<file path="src/hdl/ptob_pkg.sv">
// Shared types and codes for the price-time order book.
`timescale 1ns / 1ps
package ptob_pkg;

  localparam int PriceW  = 32;
  localparam int VolumeW = 32;
  localparam int RefW    = 31;

  localparam logic FuncAdd  = 1'b0;
  localparam logic FuncDump = 1'b1;

  localparam logic SideBuy  = 1'b0;
  localparam logic SideSell = 1'b1;

  typedef enum logic [1:0] {
    StatusAccepted = 2'd0,
    StatusFull     = 2'd1,
    StatusEntry    = 2'd2,
    StatusEmpty    = 2'd3
  } status_e;

  typedef struct packed {
    logic [RefW-1:0]    user_ref;
    logic [VolumeW-1:0] volume;
    logic [PriceW-1:0]  price;
  } entry_t;

  typedef struct packed {
    logic ins_en;
    logic rot_en;
  } side_ctrl_t;

endpackage

</file>
<file path="src/hdl/ptob_cell.sv">
// One book slot: compares against a new order, inserts, shifts or rotates.
`timescale 1ns / 1ps
module ptob_cell #(
  parameter bit IS_SELL = 1'b0
) (
  input  logic                clk_i,
  input  ptob_pkg::side_ctrl_t ctrl_i,
  input  logic                valid_i,
  input  logic                tail_i,
  input  logic                prev_worse_i,
  input  ptob_pkg::entry_t    prev_entry_i,
  input  ptob_pkg::entry_t    next_entry_i,
  input  ptob_pkg::entry_t    head_entry_i,
  input  ptob_pkg::entry_t    new_entry_i,
  output logic                worse_o,
  output ptob_pkg::entry_t    entry_o
);

  ptob_pkg::entry_t entry_q, entry_d;

  // empty slots count as worse so the new order lands at the fill point
  always_comb begin
    if (IS_SELL) begin
      worse_o = !valid_i || (entry_q.price > new_entry_i.price);
    end else begin
      worse_o = !valid_i || (entry_q.price < new_entry_i.price);
    end
  end

  always_comb begin
    entry_d = entry_q;
    if (ctrl_i.ins_en && worse_o) begin
      entry_d = prev_worse_i ? prev_entry_i : new_entry_i;
    end else if (ctrl_i.rot_en) begin
      entry_d = tail_i ? head_entry_i : next_entry_i;
    end
  end

  always_ff @(posedge clk_i) begin
    entry_q <= entry_d;
  end

  assign entry_o = entry_q;

endmodule

</file>
<file path="src/hdl/ptob_side.sv">
// One sorted side of the book: a chain of cells plus its fill count.
`timescale 1ns / 1ps
module ptob_side #(
  parameter int DEPTH   = 16,
  parameter bit IS_SELL = 1'b0,
  parameter int FILL_W  = $clog2(DEPTH + 1)
) (
  input  logic                 clk_i,
  input  logic                 rst_ni,
  input  ptob_pkg::side_ctrl_t ctrl_i,
  input  ptob_pkg::entry_t     new_entry_i,
  output ptob_pkg::entry_t     head_o,
  output logic [FILL_W-1:0]    fill_o,
  output logic                 full_o
);

  logic [FILL_W-1:0] fill_q;
  logic [DEPTH-1:0]  worse;
  ptob_pkg::entry_t  entries [DEPTH];

  genvar k;
  for (k = 0; k < DEPTH; k++) begin : g_cell
    logic             prev_worse;
    ptob_pkg::entry_t prev_entry;
    ptob_pkg::entry_t next_entry;
    logic             valid;
    logic             tail;

    if (k == 0) begin : g_first
      assign prev_worse = 1'b0;
      assign prev_entry = new_entry_i;
    end else begin : g_mid
      assign prev_worse = worse[k-1];
      assign prev_entry = entries[k-1];
    end

    if (k == DEPTH - 1) begin : g_last
      assign next_entry = entries[0];
    end else begin : g_nxt
      assign next_entry = entries[k+1];
    end

    assign valid = FILL_W'(k) < fill_q;
    assign tail  = FILL_W'(k + 1) == fill_q;

    ptob_cell #(.IS_SELL(IS_SELL)) u_cell (
      .clk_i        (clk_i),
      .ctrl_i       (ctrl_i),
      .valid_i      (valid),
      .tail_i       (tail),
      .prev_worse_i (prev_worse),
      .prev_entry_i (prev_entry),
      .next_entry_i (next_entry),
      .head_entry_i (entries[0]),
      .new_entry_i  (new_entry_i),
      .worse_o      (worse[k]),
      .entry_o      (entries[k])
    );
  end

  always_ff @(posedge clk_i or negedge rst_ni) begin
    if (!rst_ni) begin
      fill_q <= '0;
    end else if (ctrl_i.ins_en) begin
      fill_q <= fill_q + FILL_W'(1);
    end
  end

  assign full_o = fill_q == FILL_W'(DEPTH);
  assign fill_o = fill_q;
  assign head_o = entries[0];

endmodule
</file>
<file path="config.mk">
export PLATFORM = sky130hd
export DESIGN_NAME = ptob_side
export DESIGN_NICKNAME = d
export VERILOG_FILES = /design/src/hdl/ptob_pkg.sv /design/src/hdl/ptob_cell.sv /design/src/hdl/ptob_side.sv
export SDC_FILE = /design/constraint.sdc
export NUM_CORES = 2
export LEC_CHECK = 0
export BUFFER_PORTS_ARGS = -buffer_cell sky130_fd_sc_hd__buf_2
export CORE_MARGIN = 5
export CORE_UTILIZATION = 35
export DETAILED_ROUTE_END_ITERATION = 8
export HOLD_SLACK_MARGIN = 0.1
export PLACE_DENSITY = 0.52
export RECOVER_POWER = 50
export SLEW_MARGIN = 5
export SYNTH_ARGS = -nofsm -noshare
export SYNTH_HDL_FRONTEND = slang
export SYNTH_SLANG_ARGS = --single-unit
</file>
<file path="constraint.sdc">
create_clock -name clk_i -period 4.5 [get_ports clk_i]
set_clock_uncertainty 0.05 [all_clocks]
set_input_delay 0.9 -clock clk_i [delete_from_list [all_inputs] [get_ports clk_i]]
set_output_delay 0.9 -clock clk_i [all_outputs]
set_load 0.02 [all_outputs]
</file>
==> results.yml <==
synthesis:
  synthArstFlopShare_pct: 0.328
  synth_edf_count: 1520
  syn_area_per_cell_um2: 12.7
  ys_warn_count: 0
  synth_top_flop_cell: "edfxtp_1"
  syn_inst: 8068
  synth_fp_nets: 8666
  syn-cell-area_mm2: 0.102
  ys_ff_latch: 1525
  ys_seq_area_share_pct: 44.8
  synth.distinct_cells: 67
critical_path:
  path_delay_family: "simple AND/OR/NAND/NOR gates"
  crit_fanout: 22
  required_ns: 4.97
  cpPeakStageDelay_ns: 1.05
  cp.buffers_inverters: 5
  crit_chain: "buf_2 > inv_2 > ha_1 > nand4_1 > nor4_1 > a32oi_1 > buf_4 > a31oi_1 > buf_4 > o22ai_4 > and2_4 > or2_1 > buf_12"
  r2r_slack_ns: 0.19
  crit_top_cell: "buf_4"
  start_kind: "input port"
  cp.arrival_ns: 4.82
  cp_slowest_cell: "or2_1"
  end_kind: "register"
  worst-setup-path-type: "in -> reg"
sta:
  period_minus_slack_ns: 4.35
  final_hold_viol_count: 0
  period_share_pct: 96.6
  max-slew-margin-rel_pct: 1.33
  whs_ns: 0.411
  rsz0062_at_grt: "false"
  max_freq_ghz: 0.230
  setup_violations: 0
  maxSlewViolCount: 0
  worst_pin_slew_ns: 1.47
clock_tree:
  ctsResizeCount: 0
  clockBufferDepth: 4
  cts_made_buffers: 197
  cts_tree: "yes"
  cts_root_buffer: "clkbuf_16"
  clkLatencyLatePin_ns: 0.87
  path_clk_slew_ns: 0.06
  clkSinkCount: 1525
  cts-htree-levels: 4
status:
  violations: "capacitance limit"
  status: "complete, but fails checks"
power_and_ir_drop:
  vdd_drop_max_mv: 0.517
  p_per_area_mw_per_mm2: 855
  finalPower_mw: 101
  p_leak_nw: 52.1
routing:
  via_per_inst: 5.78
  drc_errors: 0
  postRouteWirelength_um: 372000
  wl_per_cell_um: 29.9
  vias: 71800
  drt-initial-drc-count: 5708
  drt_pass1_iterations: 5
  antenna_left: 0
floorplanning:
  initial_core_util_pct: 35.1
  die_h_um: 550
  core_area_mm2: 0.291
  die_x_um: 550
  ios: 200
  die_area_mm2: 0.303
  num_rows: 198
placement:
  port_buffers: 199
  place_inst: 12100
  dp_hpwl_um: 263000
  gp_congestion: 0.900
global_routing:
  grt_pass1_vias: 74600
  grt_max_degree: 81
  overflow: 0
  grt_pass1_wl_um: 535000
  grt_usage_pct: 23.6
  antenna_found_initial: 28
hold_path:
  hold_path_class: "in -> async"
flow_run:
  maxCapViolations: 1
finish:
  syn2layout_area_growth_pct: 15.5
  final_cells: 12400
  drive_above_1_share_pct: 16.3
  final_nets: 8984
[cell usage after synthesis, types with 7 or more instances]
master	number	area, µm²
buf_4	29	218
nor3_1	24	120
mux2i_1	3485	34900
o221a_1	9	101
nor3b_1	13	97.6
clkbuf_1	406	1520
buf_1	25	93.8
mux2_2	279	3140
a31oi_1	8	50.1
a22oi_1	9	67.6
nand4_1	66	413
nand2b_1	27	169
mux2_1	39	439
nand3_1	41	205
a221oi_1	24	210
o21ai_0	188	941
or3_1	97	607
nor4_1	11	68.8
o221a_2	86	968
edfxtp_1	1520	45600
or4_1	7	52.6
buf_6	10	113
buf_2	260	1300
nor2_1	153	574
ha_1	499	6240
or2_2	8	50.1
inv_1	77	289
and2_1	10	62.6
nand2_1	247	927
a211oi_1	10	75.1
a21oi_1	296	1480
a21o_1	14	105
and4_1	22	193
[cell families after synthesis]
group	Yosys count	synth area share [%]
buffers and inverters	808	3.48
adders and majority gates	499	6.12
and+or+nand+nor	736	3.53
AOI/OAI and AO/OA	693	4.33
DFF	1525	44.8
xor gates and xnor gates	4	0.0343
muxes	3803	37.7
[metrics by stage]
stage / setup WS [ns] / util, % / setup TNS (ns) / instance area [µm²]
CTS: 0.458 / 40.9 / 0 / 119000
global route: 0.179 / 40.6 / 0 / 118000
finish: 0.153 / 40.6 / 0 / 118000
detailed placement: -0.390 / 38.9 / -101.85 / 113000
floorplan: 0.00397 / - / 0 / 102000
global placement: -1.03 / 38.9 / -510.50 / 113000
[routing by layer]
metal / global-route usage (%) / vias up / routed length (µm)
li1: - / 31800 / -
met1: 32.7 / 37200 / 168000
met2: 38.5 / 2227 / 171000
met3: 3.90 / 547 / 22700
met4: 5.99 / 18 / 10500
met5: 0 / - / 111
[timing repair]
action                     4_1_cts  5_1_grt
hold endpoints to repair         5        0
hold buffers                     1        0
setup buffers                    0        0
setup endpoints to repair        0        0
[worst register-to-register path: cells and delay by family, from the launching register on]
kind / cells / cell delay, ns
AO/OA/AOI/OAI: 3 / 0.55
adder cells (fa/ha/maj): 1 / 0.35
buffers and inverters: 3 / 0.69
flip-flops: 1 / 0.46
AND/OR/NAND/NOR: 4 / 1.87
[final timing paths]
| check | from | end | depth (start not counted) |
|---|---|---|---|
| min in group clk_i | g_cell[1].u_cell.entry_o[56]$_DFFE_PP_ | g_cell[0].u_cell.entry_o[56]$_DFFE_PP_ | 1 |
| worst max-delay path | new_entry_i[13] | g_cell[9].u_cell.entry_o[39]$_DFFE_PP_ | 13 |
| worst max register to register | g_cell[9].u_cell.entry_o[14]$_DFFE_PP_ | g_cell[9].u_cell.entry_o[39]$_DFFE_PP_ | 11 |
| worst min register to register | g_cell[1].u_cell.entry_o[56]$_DFFE_PP_ | g_cell[0].u_cell.entry_o[56]$_DFFE_PP_ | 1 |
| worst min-delay path | rst_ni | fill_o[1]$_DFFE_PN0P_ | 2 |
| max in group asynchronous | rst_ni | fill_o[3]$_DFFE_PN0P_ | 2 |
[layout by cell type (no fill, tap or decap), types with 86 or more instances in the layout]
cell / n
clkbuf_16: 200
nor2_1: 149
o21ai_0: 187
o221a_2: 86
nand2_1: 240
clkbuf_1: 190
ha_1: 499
a21oi_1: 293
mux2_2: 279
edfxtp_1: 1520
buf_4: 306
buf_2: 160
buf_12: 210
mux2i_1: 3484
or3_1: 97
[registers in the layout (all words and copies together) (netlist names)]
name                   flops
g_cell.u_cell.entry_o   1520
fill_o                     5
[layout make-up]
type                            count  area [µm²]
Antenna cell                        7        17.5
Fill cell                       27300      173000
Sequential cell                  1525       45800
Inverter                           77         297
Clock inverter                     91         596
Multi-Input combinational cell   5735       53100
Clock buffer                      248        5240
Tap cell                         3900        4880
Timing Repair Buffer              850        8030
[power by group]
group | switching (mW) | total, mW | internal [mW]
Clock | 6.50 | 15.0 | 8.54
Combinational | 29.8 | 52.6 | 22.9
Sequential | 5.61 | 33.1 | 27.5
Note: power is estimated with default switching activity, not from simulation.
